### config.mk
export PLATFORM = sky130hd
export DESIGN_NAME = sgs_ctrl
export DESIGN_NICKNAME = d
export VERILOG_FILES = /design/src/sgs_pkg.sv /design/src/sgs_ctrl.sv
export SDC_FILE = /design/constraint.sdc
export NUM_CORES = 1
export LEC_CHECK = 0
export BUFFER_PORTS_ARGS = -buffer_cell sky130_fd_sc_hd__buf_2
export CAP_MARGIN = 25
export CORE_AREA = 2 2 39 41
export CTS_CLUSTER_SIZE = 10
export DETAILED_ROUTE_END_ITERATION = 8
export DIE_AREA = 0 0 41 43
export HOLD_SLACK_MARGIN = 0.12
export PLACE_DENSITY = 0.81
export SLEW_MARGIN = 10
export SYNTH_ARGS = -nofsm -noshare
export SYNTH_HDL_FRONTEND = slang
export SYNTH_SLANG_ARGS = --single-unit
### constraint.sdc
create_clock -name clk_i -period 4 [get_ports clk_i]
set_input_delay 0.2 -clock clk_i [delete_from_list [all_inputs] [get_ports clk_i]]
set_output_delay 0.2 -clock clk_i [all_outputs]
set_load 0.05 [all_outputs]
### src/sgs_pkg.sv
`timescale 1ns / 1ps
// ----------------------------------------------------------------------------
// sgs_pkg
// Shared types, constants and tap table of the separable gaussian smoother.
// ----------------------------------------------------------------------------
package sgs_pkg;

  localparam int TAPS       = 17;
  localparam int RADIUS     = TAPS / 2;
  localparam int STORE_ROWS = 2 * RADIUS;
  localparam int ROW_W      = $clog2(STORE_ROWS);
  localparam int PIX_W      = 16;
  localparam int TAP_W      = 13;
  localparam int ACC_W      = 33;
  localparam int IDX_W      = 5;
  localparam int CFG_IDX_W  = 2;
  localparam int CFG_DATA_W = 16;
  localparam int DIM_CFG_W  = 9;
  localparam int DIM_MIN    = 17;
  localparam int HALF       = 32768;

  // register indexes
  localparam logic [CFG_IDX_W-1:0] REG_WIDTH  = 2'd0;
  localparam logic [CFG_IDX_W-1:0] REG_HEIGHT = 2'd1;
  localparam logic [CFG_IDX_W-1:0] REG_BORDER = 2'd2;

  // item kinds
  localparam logic OP_PIXEL = 1'b0;
  localparam logic OP_FLUSH = 1'b1;

  typedef struct packed {
    logic             op;
    logic [PIX_W-1:0] sample;
  } in_beat_t;

  typedef struct packed {
    logic [7:0]       row;
    logic [7:0]       col;
    logic [PIX_W-1:0] value;
    logic             last;
  } out_beat_t;

  typedef struct packed {
    logic             load;
    logic             prep;
    logic             wrap;
    logic             div_step;
    logic             row_step;
    logic             col_step;
    logic             fin;
    logic [IDX_W-1:0] idx;
  } ctrl_cmd_t;

  typedef struct packed {
    logic out_free;
  } dp_sts_t;

  function automatic logic [TAP_W-1:0] tap(input logic [IDX_W-1:0] k);
    logic [TAP_W-1:0] t;
    unique case (k)
      5'd0, 5'd16: t = 13'd915;
      5'd1, 5'd15: t = 13'd1462;
      5'd2, 5'd14: t = 13'd2195;
      5'd3, 5'd13: t = 13'd3095;
      5'd4, 5'd12: t = 13'd4100;
      5'd5, 5'd11: t = 13'd5103;
      5'd6, 5'd10: t = 13'd5966;
      5'd7, 5'd9:  t = 13'd6552;
      5'd8:        t = 13'd6760;
      default:     t = '0;
    endcase
    return t;
  endfunction

endpackage

### src/sgs_ctrl.sv
`timescale 1ns / 1ps
// ----------------------------------------------------------------------------
// sgs_ctrl
// Sequencer: accept, size prep, position split, row pass, column pass, finish.
// ----------------------------------------------------------------------------
module sgs_ctrl #(
  parameter int MAX_WIDTH  = 256,
  parameter int MAX_HEIGHT = 256
) (
  input  logic               clk_i,
  input  logic               rst_ni,
  input  logic               in_valid_i,
  output logic               in_stall_o,
  input  sgs_pkg::dp_sts_t   sts_i,
  output sgs_pkg::ctrl_cmd_t cmd_o
);
  import sgs_pkg::*;

  localparam int P_W = $clog2(MAX_WIDTH * MAX_HEIGHT + 1);

  localparam logic [2:0] S_IDLE = 3'd0;
  localparam logic [2:0] S_PREP = 3'd1;
  localparam logic [2:0] S_WRAP = 3'd2;
  localparam logic [2:0] S_DIV  = 3'd3;
  localparam logic [2:0] S_ROW  = 3'd4;
  localparam logic [2:0] S_COL  = 3'd5;
  localparam logic [2:0] S_FIN  = 3'd6;

  logic [2:0]       state_q, state_d;
  logic [IDX_W-1:0] cnt_q, cnt_d;

  always_comb begin
    state_d = state_q;
    cnt_d   = cnt_q;
    cmd_o   = '0;
    cmd_o.idx = cnt_q;
    unique case (state_q)
      S_IDLE: begin
        if (in_valid_i) begin
          cmd_o.load = 1'b1;
          state_d    = S_PREP;
        end
      end
      S_PREP: begin
        cmd_o.prep = 1'b1;
        state_d    = S_WRAP;
      end
      S_WRAP: begin
        cmd_o.wrap = 1'b1;
        cnt_d      = '0;
        state_d    = S_DIV;
      end
      S_DIV: begin
        cmd_o.div_step = 1'b1;
        cnt_d = cnt_q + IDX_W'(1);
        if (cnt_q == IDX_W'(P_W - 1)) begin
          cnt_d   = '0;
          state_d = S_ROW;
        end
      end
      S_ROW: begin
        cmd_o.row_step = 1'b1;
        cnt_d = cnt_q + IDX_W'(1);
        if (cnt_q == IDX_W'(TAPS - 1)) begin
          cnt_d   = '0;
          state_d = S_COL;
        end
      end
      S_COL: begin
        cmd_o.col_step = 1'b1;
        cnt_d = cnt_q + IDX_W'(1);
        if (cnt_q == IDX_W'(TAPS - 1)) begin
          cnt_d   = '0;
          state_d = S_FIN;
        end
      end
      S_FIN: begin
        // wait for room in the output register
        if (sts_i.out_free) begin
          cmd_o.fin = 1'b1;
          state_d   = S_IDLE;
        end
      end
      default: state_d = S_IDLE;
    endcase
  end

  always_ff @(posedge clk_i or negedge rst_ni) begin
    if (!rst_ni) begin
      state_q <= S_IDLE;
      cnt_q   <= '0;
    end else begin
      state_q <= state_d;
      cnt_q   <= cnt_d;
    end
  end

  assign in_stall_o = (state_q != S_IDLE);

endmodule

==> flow_summary_export.csv, run 1 <==
group,metric,value,unit
cts,post_cts_buffers,0,
synth,ys_seq_area_frac,0.332,
grt,grt_pass1_wl,2010,µm
synth,async_reset_ff_frac,1.00,
sta,setup_viol,0,
die,num_rows,14,
routing,num_vias,571,
placed_design,place_hpwl,1000,µm
min_path,hp-class,"in -> reg",
sta,max_slew_margin,0.669,
sta,max_freq,526,MHz
die,initial_core_util,0.436,
grt,grt_max_degree,19,
synth,ys_ff_latch,8,
sta,maxSlewViolCount,0,
cts,cts_root_buffer,"clkbuf_4",
cells_and_area,diodes,0,
grt,antenna_found_initial,0,
worst_setup_path,endpoint_kind,"primary output",
synth,synth_top_area_frac,0.332,
cells_and_area,fill_cells,144,
worst_setup_path,slowest_stage,"dfrtp_1",
worst_setup_path,setup.worst_path.class,"reg -> out",
cts,cts_tree,"built",
outcome,status,"finished, final reports clean",
cts,cts_max_level,1,
grt,grt_usage,0.178,
cts,clkTransAtPathRegs,0.07,ns
sta,fin_crit_sh,0.475,
die,die_w,41,µm
sta,grt_setup_unrepaired,"no",
synth,synth_area_leaders,"dfrtp_1, o21ai_0, nand2_1",
cells_and_area,fin_util,0.514,
placed_design,io_buffers,16,
die,die_h,43,µm
worst_setup_path,path_delay_family,"flip-flops",
routing,wl_per_cell,13.7,µm
placed_design,placed_cells,97,
synth,yosys.area.top_type,"dfrtp_1",
cts,insertion_delay,0.27,ns
synth,synth_cell_types,29,
cts,cts_buffer_depth,2,
worst_setup_path,slowest_delay,0.64,ns
die,io_pins,17,
grt,overflow,0,
worst_setup_path,required,3.80,ns
routing,ant_nets,0,
power_and_ir_drop,powerDensity,215,mW/mm²
power_and_ir_drop,leakagePower,0.000349,µW
sta,min_period,1.90,ns
routing,via_per_inst,5.65,
routing,drc,0,
die,die-area,0.00176,mm²
cells_and_area,area_growth,17.8,%
routing,drtPass1Iterations,5,
die,coreArea,0.00138,mm²
worst_setup_path,crit_chain,"nor2b_1 -> and2_1 -> buf_2",
synth,synth-edff-count,0,
cts,cts_buffers,3,
cts,cts_sinks,8,
placed_design,routabilityCongestion,0.829,
sta,hold_viol,0,
power_and_ir_drop,peakVddDrop,135,µV
worst_setup_path,cp.buffers_inverters,1,
synth,syn-num-nets,76,
cells_and_area,final_cells,101,
synth,avgSynthCellArea,8.62,µm²
sta,fin_worst_skew,0.00810,ns
synth,synth_flop_cell,"dfrtp_1",
worst_setup_path,crit_path_max_fanout,18,
synth,yosys_warnings,0,
grt,grt_pass1_vias,439,
sta,tns,0,ns
worst_setup_path,start_kind,"flop",
flow_run,drv_cap,0,
cells_and_area,layout-drive-gt1-share,0.271,
cells_and_area,design.final.nets,93,
sta,worst-slew-pin-transition,0.497,ns
worst_setup_path,crit_arrival,1.70,ns
synth,netlist_area,603,µm²
routing,drt_first_iter_violations,17,
synth,syn_inst,70,
routing,routed_wl,1380,µm
worst register-to-register path, cell delays in order (launching register included):
cell	delay [ns]
dfrtp_1	0.43
inv_1	0.12
ha_1	0.22
and4bb_4	0.30
o21ai_0	0.09
a31o_2	0.26
layout make-up:
| type | instances | area (µm²) | share of cell area |
|---|---|---|---|
| inverters | 3 | 11.3 | 0.0158 |
| multi-input cells | 54 | 367 | 0.516 |
| flip-flops and latches | 8 | 200 | 0.282 |
| clock buffers | 3 | 22.5 | 0.0317 |
| well taps | 16 | 20.0 | 0.0282 |
| repair buffers | 17 | 90.1 | 0.127 |
repair_timing:
item,CTS,global route
hold buffers,1,0
hold endpoints to repair,8,0
resized for setup,0,0
metrics by stage:
stage,setup WS (ns),hold slack (ns),instance area (µm²),power (µW)
floorplan,2.05,-0.0956,603,82.8
global placement,2.47,0.0539,678,85.8
detailed placement,2.40,0.0594,678,86.0
CTS,2.10,0.205,711,157
global route,1.95,0.217,711,160
finish,2.10,0.213,711,153
where the power goes:
part	internal, µW	total (µW)	switching (µW)
logic	1.80	4.06	2.26
registers	80.9	80.9	0
clock network	34.7	68.1	33.4
synth_stat cells (2+ instances only):
master / count
a211oi_1: 2
a21oi_1: 2
and2_1: 2
buf_2: 5
dfrtp_1: 8
ha_1: 2
inv_1: 3
nand2_1: 8
nand2b_1: 2
nand3_1: 4
nand4_1: 2
nor2_1: 5
nor2b_1: 4
o21ai_0: 6
metal layers:
layer,track usage,share of wire,vias to the layer above
li1,-,-,287
met4,0.120,0.0072,0
met1,0.254,0.44,263
met2,0.225,0.50,19
met5,0,0,-
met3,0.0471,0.056,2
state kept, by name, indices dropped and copies added, names as in the netlist:
signal and flops:
cnt_q 5, state_q 3
final timing paths:
path                                              from                endpoint  slack, ns  depth (start not counted)
max in group asynchronous                       rst_ni  state_q[1]$_DFFE_PN0P_       3.52                          2
min in group asynchronous                       rst_ni    cnt_q[4]$_DFFE_PN0P_       0.30                          2
worst max-delay path            state_q[2]$_DFFE_PN0P_                cmd_o[6]       2.10                          3
worst min-delay path                        in_valid_i  state_q[0]$_DFFE_PN0P_       0.21                          3
worst min register to register    cnt_q[1]$_DFFE_PN0P_    cnt_q[1]$_DFFE_PN0P_       0.59                          2
worst max register to register    cnt_q[0]$_DFFE_PN0P_  state_q[1]$_DFFE_PN0P_       2.47                          5
cells in the final DEF (no fill, tap or decap), types with 3 or more instances in the layout:
cell      Yosys  layout
nor2b_1       4       4
inv_1         3       3
nor2_1        5       5
clkbuf_4      0       3
o21ai_0       6       6
dfrtp_1       8       8
nand3_1       4       4
buf_2         5      16
nand2_1       8       8
cell families (layout without fill, tap and decap cells):
group / after synthesis / count (layout) / synth area share
xor gates and xnor gates: 1 / 1 / 0.0145
buffers and inverters: 8 / 23 / 0.0602
and+or+nand+nor: 33 / 33 / 0.338
DFF: 8 / 8 / 0.332
AOI/OAI and AO/OA: 18 / 18 / 0.214
adders and majority gates: 2 / 2 / 0.0415
No activity file was read; power rests on OpenSTA's default activity.
==> run 2: changes to the inputs <==
==> constraint.sdc (replaced) <==
create_clock -name clk_i -period 1.9 [get_ports clk_i]
set_input_delay 0.095 -clock clk_i [delete_from_list [all_inputs] [get_ports clk_i]]
set_output_delay 0.095 -clock clk_i [all_outputs]
set_load 0.05 [all_outputs]
==> flow_summary_export.csv, run 2 (synthesis results as in run 1) <==
group,metric,value,unit
worst_setup_path,cp.buffers_inverters,1,
routing,num_vias,596,
sta,fin_worst_skew,0.00800,ns
sta,holdWs,0.201,ns
power_and_ir_drop,leakagePower,0.000358,µW
routing,ant_nets,0,
cells_and_area,diodes,0,
routing,routed_wl,1430,µm
worst_setup_path,slowest_stage,"dfrtp_1",
placed_design,routabilityCongestion,0.774,
sta,fin_crit_sh,0.893,
worst_setup_path,crit_path_max_fanout,16,
placed_design,place_hpwl,1050,µm
cells_and_area,largest_register_ffs,5,
cells_and_area,layout-drive-gt1-share,0.276,
sta,max_slew_margin,0.658,
grt,grt_pass1_wl,2330,µm
cells_and_area,area_growth,20.7,%
cts,clkTransAtPathRegs,0.06,ns
sta,maxSlewViolCount,0,
worst_setup_path,start_kind,"flop",
sta,min_period,1.70,ns
grt,grt_pass1_vias,609,
sta,fin_ws,0.204,ns
die,num_rows,14,
sta,worst-slew-pin-transition,0.513,ns
cells_and_area,multi_input_area,367,µm²
min_path,hp-class,"in -> async",
die,die_w,41,µm
routing,wl_per_cell,13.9,µm
placed_design,io_buffers,16,
die,coreArea,0.00138,mm²
cts,insertion_delay,0.26,ns
die,die-area,0.00176,mm²
cts,cts_buffer_depth,2,
routing,drc,0,
sta,tns,0,ns
cells_and_area,regMostFlops,"cnt_q",
worst_setup_path,reg2reg_slack,0.41,ns
cts,cts_root_buffer,"clkbuf_4",
grt,antenna_found_initial,0,
sta,max_freq,590,MHz
routing,via_per_inst,5.79,
cts,cts_max_level,1,
power_and_ir_drop,powerDensity,435,mW/mm²
die,io_pins,17,
outcome,status,"finished, final reports clean",
cts,cts_tree,"built",
sta,grt_setup_unrepaired,"no",
worst_setup_path,setup.worst_path.class,"reg -> out",
placed_design,dp_slack,0.423,ns
cells_and_area,final_common_cell,"buf_2",
worst_setup_path,crit_arrival,1.60,ns
worst_setup_path,required,1.80,ns
cts,cts_sinks,8,
grt,grt_usage,0.190,
cells_and_area,fill_cells,127,
die,die_h,43,µm
cells_and_area,design.final.nets,95,
sta,hold_viol,0,
grt,overflow,0,
cells_and_area,final_cell_mix,"buf_2, nand2_1, dfrtp_1, o21ai_0, nor2_1",
flow_run,drv_cap,0,
worst_setup_path,endpoint_kind,"primary output",
worst_setup_path,crit_chain,"nor2b_1 -> and2_1 -> buf_2",
worst_setup_path,reg2reg_from,"cnt_q[0]$_DFFE_PN0P_",
cts,cts_buffers,3,
worst_setup_path,r2r-end,"state_q[1]$_DFFE_PN0P_",
cells_and_area,regArea,200,µm²
power_and_ir_drop,peakVddDrop,322,µV
routing,drtPass1Iterations,4,
worst_setup_path,slowest_delay,0.56,ns
routing,drt_first_iter_violations,27,
worst_setup_path,r2r_cells,5,
worst_setup_path,path_delay_family,"flip-flops",
grt,grt_max_degree,17,
die,initial_core_util,0.436,
cells_and_area,reg_top3,"cnt_q: 5 flops, state_q: 3 flops",
sta,setup_viol,0,
## run 2: cell count changes in the layout (fill, tap and decap cells not counted), sizes merged
cell         delta
buf             +1
dlygate4sd3     +1
## run 2: metal layers
layer	global-route usage	part of all wire
met1	0.210	0.43
met2	0.325	0.52
met3	0.0366	0.036
met4	0.0867	0.0091
met5	0	0
## run 2: layout make-up
type                            instances  share of cell area
Tap cell                               16              0.0275
Inverter                                3              0.0155
Multi-Input combinational cell         54               0.503
Clock buffer                            3              0.0309
Sequential cell                         8               0.275
Timing Repair Buffer                   19               0.148
## run 2: what timing repair did
item | CTS | global route
buffers inserted | 0 | 0
hold buffers | 2 | 0
hold endpoints to repair | 9 | 0
endpoints found under the setup margin | 0 | 0
gates resized for setup | 0 | 0
## run 2: stage by stage
step                       util  instances  cell area [µm²]  total power, µW
after floorplan               -         70              603              174
after global placement    0.495         98              686              181
after detailed placement  0.495         98              686              181
after CTS                 0.526        103              728              316
after global routing      0.526        103              728              327
final                     0.526        103              728              317
## run 2: how the worst max path moves through the flow
stage                                      start                      to  slack (ns)  depth (start not counted)
after global routing      state_q[1]$_DFFE_PN0P_                cmd_o[6]        0.08                          3
final                     state_q[1]$_DFFE_PN0P_                cmd_o[6]        0.20                          3
after global placement      cnt_q[0]$_DFFE_PN0P_  state_q[1]$_DFFE_PN0P_        0.46                          5
after CTS                 state_q[1]$_DFFE_PN0P_                cmd_o[7]        0.23                          3
after detailed placement    cnt_q[0]$_DFFE_PN0P_  state_q[1]$_DFFE_PN0P_        0.42                          5
after floorplan           state_q[1]$_DFFE_PN0P_               cmd_o[11]        0.05                          3
## run 2: report_power, final
part,switching (µW),internal (µW)
clock,63.7,72.7
sequential,0,170
combinational,5.06,5.12
total,68.8,248
==> run 3: changes to the inputs <==
==> constraint.sdc (replaced) <==
create_clock -name clk_i -period 1.9 [get_ports clk_i]
set_input_delay 0 -clock clk_i [delete_from_list [all_inputs] [get_ports clk_i]]
set_output_delay 0 -clock clk_i [all_outputs]
set_load 0.05 [all_outputs]
==> flow_summary_export.csv, run 3 (synthesis results as in run 1) <==
group,metric,value,unit
outcome,status,"finished, final reports clean",
cells_and_area,layout-drive-gt1-share,0.270,
routing,ant_nets,0,
worst_setup_path,endpoint_kind,"primary output",
cells_and_area,final_common_cell,"buf_2",
power_and_ir_drop,clkPwrFrac,0.430,
worst_setup_path,crit_path_max_fanout,16,
worst_setup_path,slowest_delay,0.56,ns
cts,cts_root_buffer,"clkbuf_4",
sta,hold_viol,0,
power_and_ir_drop,leakagePower,0.000366,µW
sta,fin_ws,0.287,ns
grt,overflow,0,
worst_setup_path,crit_arrival,1.61,ns
routing,drt_first_iter_violations,10,
power_and_ir_drop,p_seq_frac,0.528,
die,die-area,0.00176,mm²
worst_setup_path,slowest_stage,"dfrtp_1",
routing,routed_wl,1460,µm
cts,cts_tree,"built",
power_and_ir_drop,p_sw,71.8,µW
cts,clkTransAtPathRegs,0.06,ns
routing,via_per_inst,5.59,
power_and_ir_drop,p_int,251,µW
cts,insertion_delay,0.26,ns
routing,drtPass1Iterations,4,
routing,drc,0,
placed_design,place_hpwl,1020,µm
routing,num_vias,587,
worst_setup_path,setup.worst_path.class,"reg -> out",
worst_setup_path,cp.buffers_inverters,1,
cells_and_area,area_growth,24.1,%
grt,grt_pass1_vias,506,
die,num_rows,14,
placed_design,routabilityCongestion,0.773,
sta,max_slew_margin,0.658,
placed_design,io_buffers,16,
cts,cts_buffers,3,
cells_and_area,regMostFlops,"cnt_q",
grt,grt_max_degree,17,
worst_setup_path,required,1.90,ns
cells_and_area,fin_util,0.541,
cells_and_area,final_area,748,µm²
grt,grt_pass1_wl,2320,µm
die,die_w,41,µm
power_and_ir_drop,peakVddDrop,261,µV
power_and_ir_drop,p_sw_frac,0.222,
power_and_ir_drop,powerDensity,432,mW/mm²
worst_setup_path,path_delay_family,"flip-flops",
cells_and_area,reg_top3,"cnt_q: 5 flops, state_q: 3 flops",
placed_design,placed_area,686,µm²
grt,grt_usage,0.198,
placed_design,dp_slack,0.415,ns
sta,grt_setup_unrepaired,"no",
cells_and_area,fill_cells,129,
sta,max_freq,620,MHz
sta,fin_worst_skew,0.00158,ns
die,die_h,43,µm
worst_setup_path,crit_chain,"nor2b_1 -> and2_1 -> buf_2",
cells_and_area,design.final.nets,97,
cts,cts_max_level,1,
sta,setup_viol,0,
worst_setup_path,reg2reg_slack,0.40,ns
sta,tns,0,ns
sta,fin_crit_sh,0.849,
min_path,min_from,"in_valid_i",
power_and_ir_drop,power_frac_comb,0.042,
die,coreArea,0.00138,mm²
worst_setup_path,start_kind,"flop",
cts,cts_sinks,8,
worst_setup_path,reg2reg_from,"cnt_q[0]$_DFFE_PN0P_",
sta,worst-slew-pin-transition,0.514,ns
cells_and_area,diodes,0,
cells_and_area,final_cell_mix,"buf_2, nand2_1, dfrtp_1, o21ai_0, nor2_1",
min_path,hp-class,"in -> reg",
routing,wl_per_cell,13.9,µm
sta,min_period,1.61,ns
flow_run,drv_cap,0,
cts,cts_buffer_depth,2,
grt,antenna_found_initial,0,
sta,maxSlewViolCount,0,
die,initial_core_util,0.436,
die,io_pins,17,
cells_and_area,largest_register_ffs,5,
worst_setup_path,crit_start,"state_q[1]$_DFFE_PN0P_",
## run 3: cell count changes in the layout (fill, tap and decap cells not counted), sizes merged
| cell | before | now |
|---|---|---|
| dlygate4sd3 | 2 | 4 |
## run 3: layer usage
metal,vias up,GRT usage,share of wire
met5,-,0,0
met4,0,0.100,0.025
met3,5,0.0471,0.043
met2,16,0.300,0.48
met1,272,0.249,0.45
li1,294,-,-
## run 3: worst register-to-register path, stage by stage, from the launching register on
cell	delay [ns]
dfrtp_1	0.42
inv_1	0.11
ha_1	0.22
and4bb_4	0.29
o21ai_0	0.09
a31o_2	0.25
## run 3: repair_timing
item	CTS	global route
endpoints found under the hold margin	11	0
buffers inserted	0	0
hold buffers	4	0
endpoints found under the setup margin	0	0
resized for setup	0	0
## run 3: path summary, 6_finish.rpt
check / to / depth (start not counted)
setup reg to reg: state_q[1]$_DFFE_PN0P_ / 5
hold / removal: state_q[0]$_DFFE_PN0P_ / 4
hold reg to reg: cnt_q[1]$_DFFE_PN0P_ / 2
setup / recovery: cmd_o[7] / 3
max in group asynchronous: state_q[1]$_DFFE_PN0P_ / 3
min in group asynchronous: cnt_q[4]$_DFFE_PN0P_ / 3
## run 3: final cells by class
| cell class | instances | area, µm² | share of cell area |
|---|---|---|---|
| multi-input combinational | 54 | 367 | 0.490 |
| inverter | 3 | 11.3 | 0.0151 |
| timing repair buffer | 21 | 128 | 0.171 |
| clock buffer | 3 | 22.5 | 0.0301 |
| sequential | 8 | 200 | 0.268 |
| tap | 16 | 20.0 | 0.0268 |
## run 3: through the flow
| step | std cells | total power (µW) | hold slack (ns) |
|---|---|---|---|
| 2_1_floorplan | 70 | 174 | -0.296 |
| 3_3_place_gp | 98 | 181 | -0.147 |
| 3_5_place_dp | 98 | 181 | -0.144 |
| 4_1_cts | 105 | 325 | 0.575 |
| 5_1_grt | 105 | 335 | 0.601 |
| 6_report | 105 | 323 | 0.573 |
## run 3: power groups by stage
stage / registers, µW / logic, µW / clock network, µW
2_1_floorplan: 174 / 0.717 / 0
3_3_place_gp: 173 / 7.20 / 0
3_5_place_dp: 173 / 7.42 / 0
4_1_cts: 170 / 13.7 / 141
5_1_grt: 170 / 15.5 / 149
6_report: 170 / 13.7 / 139
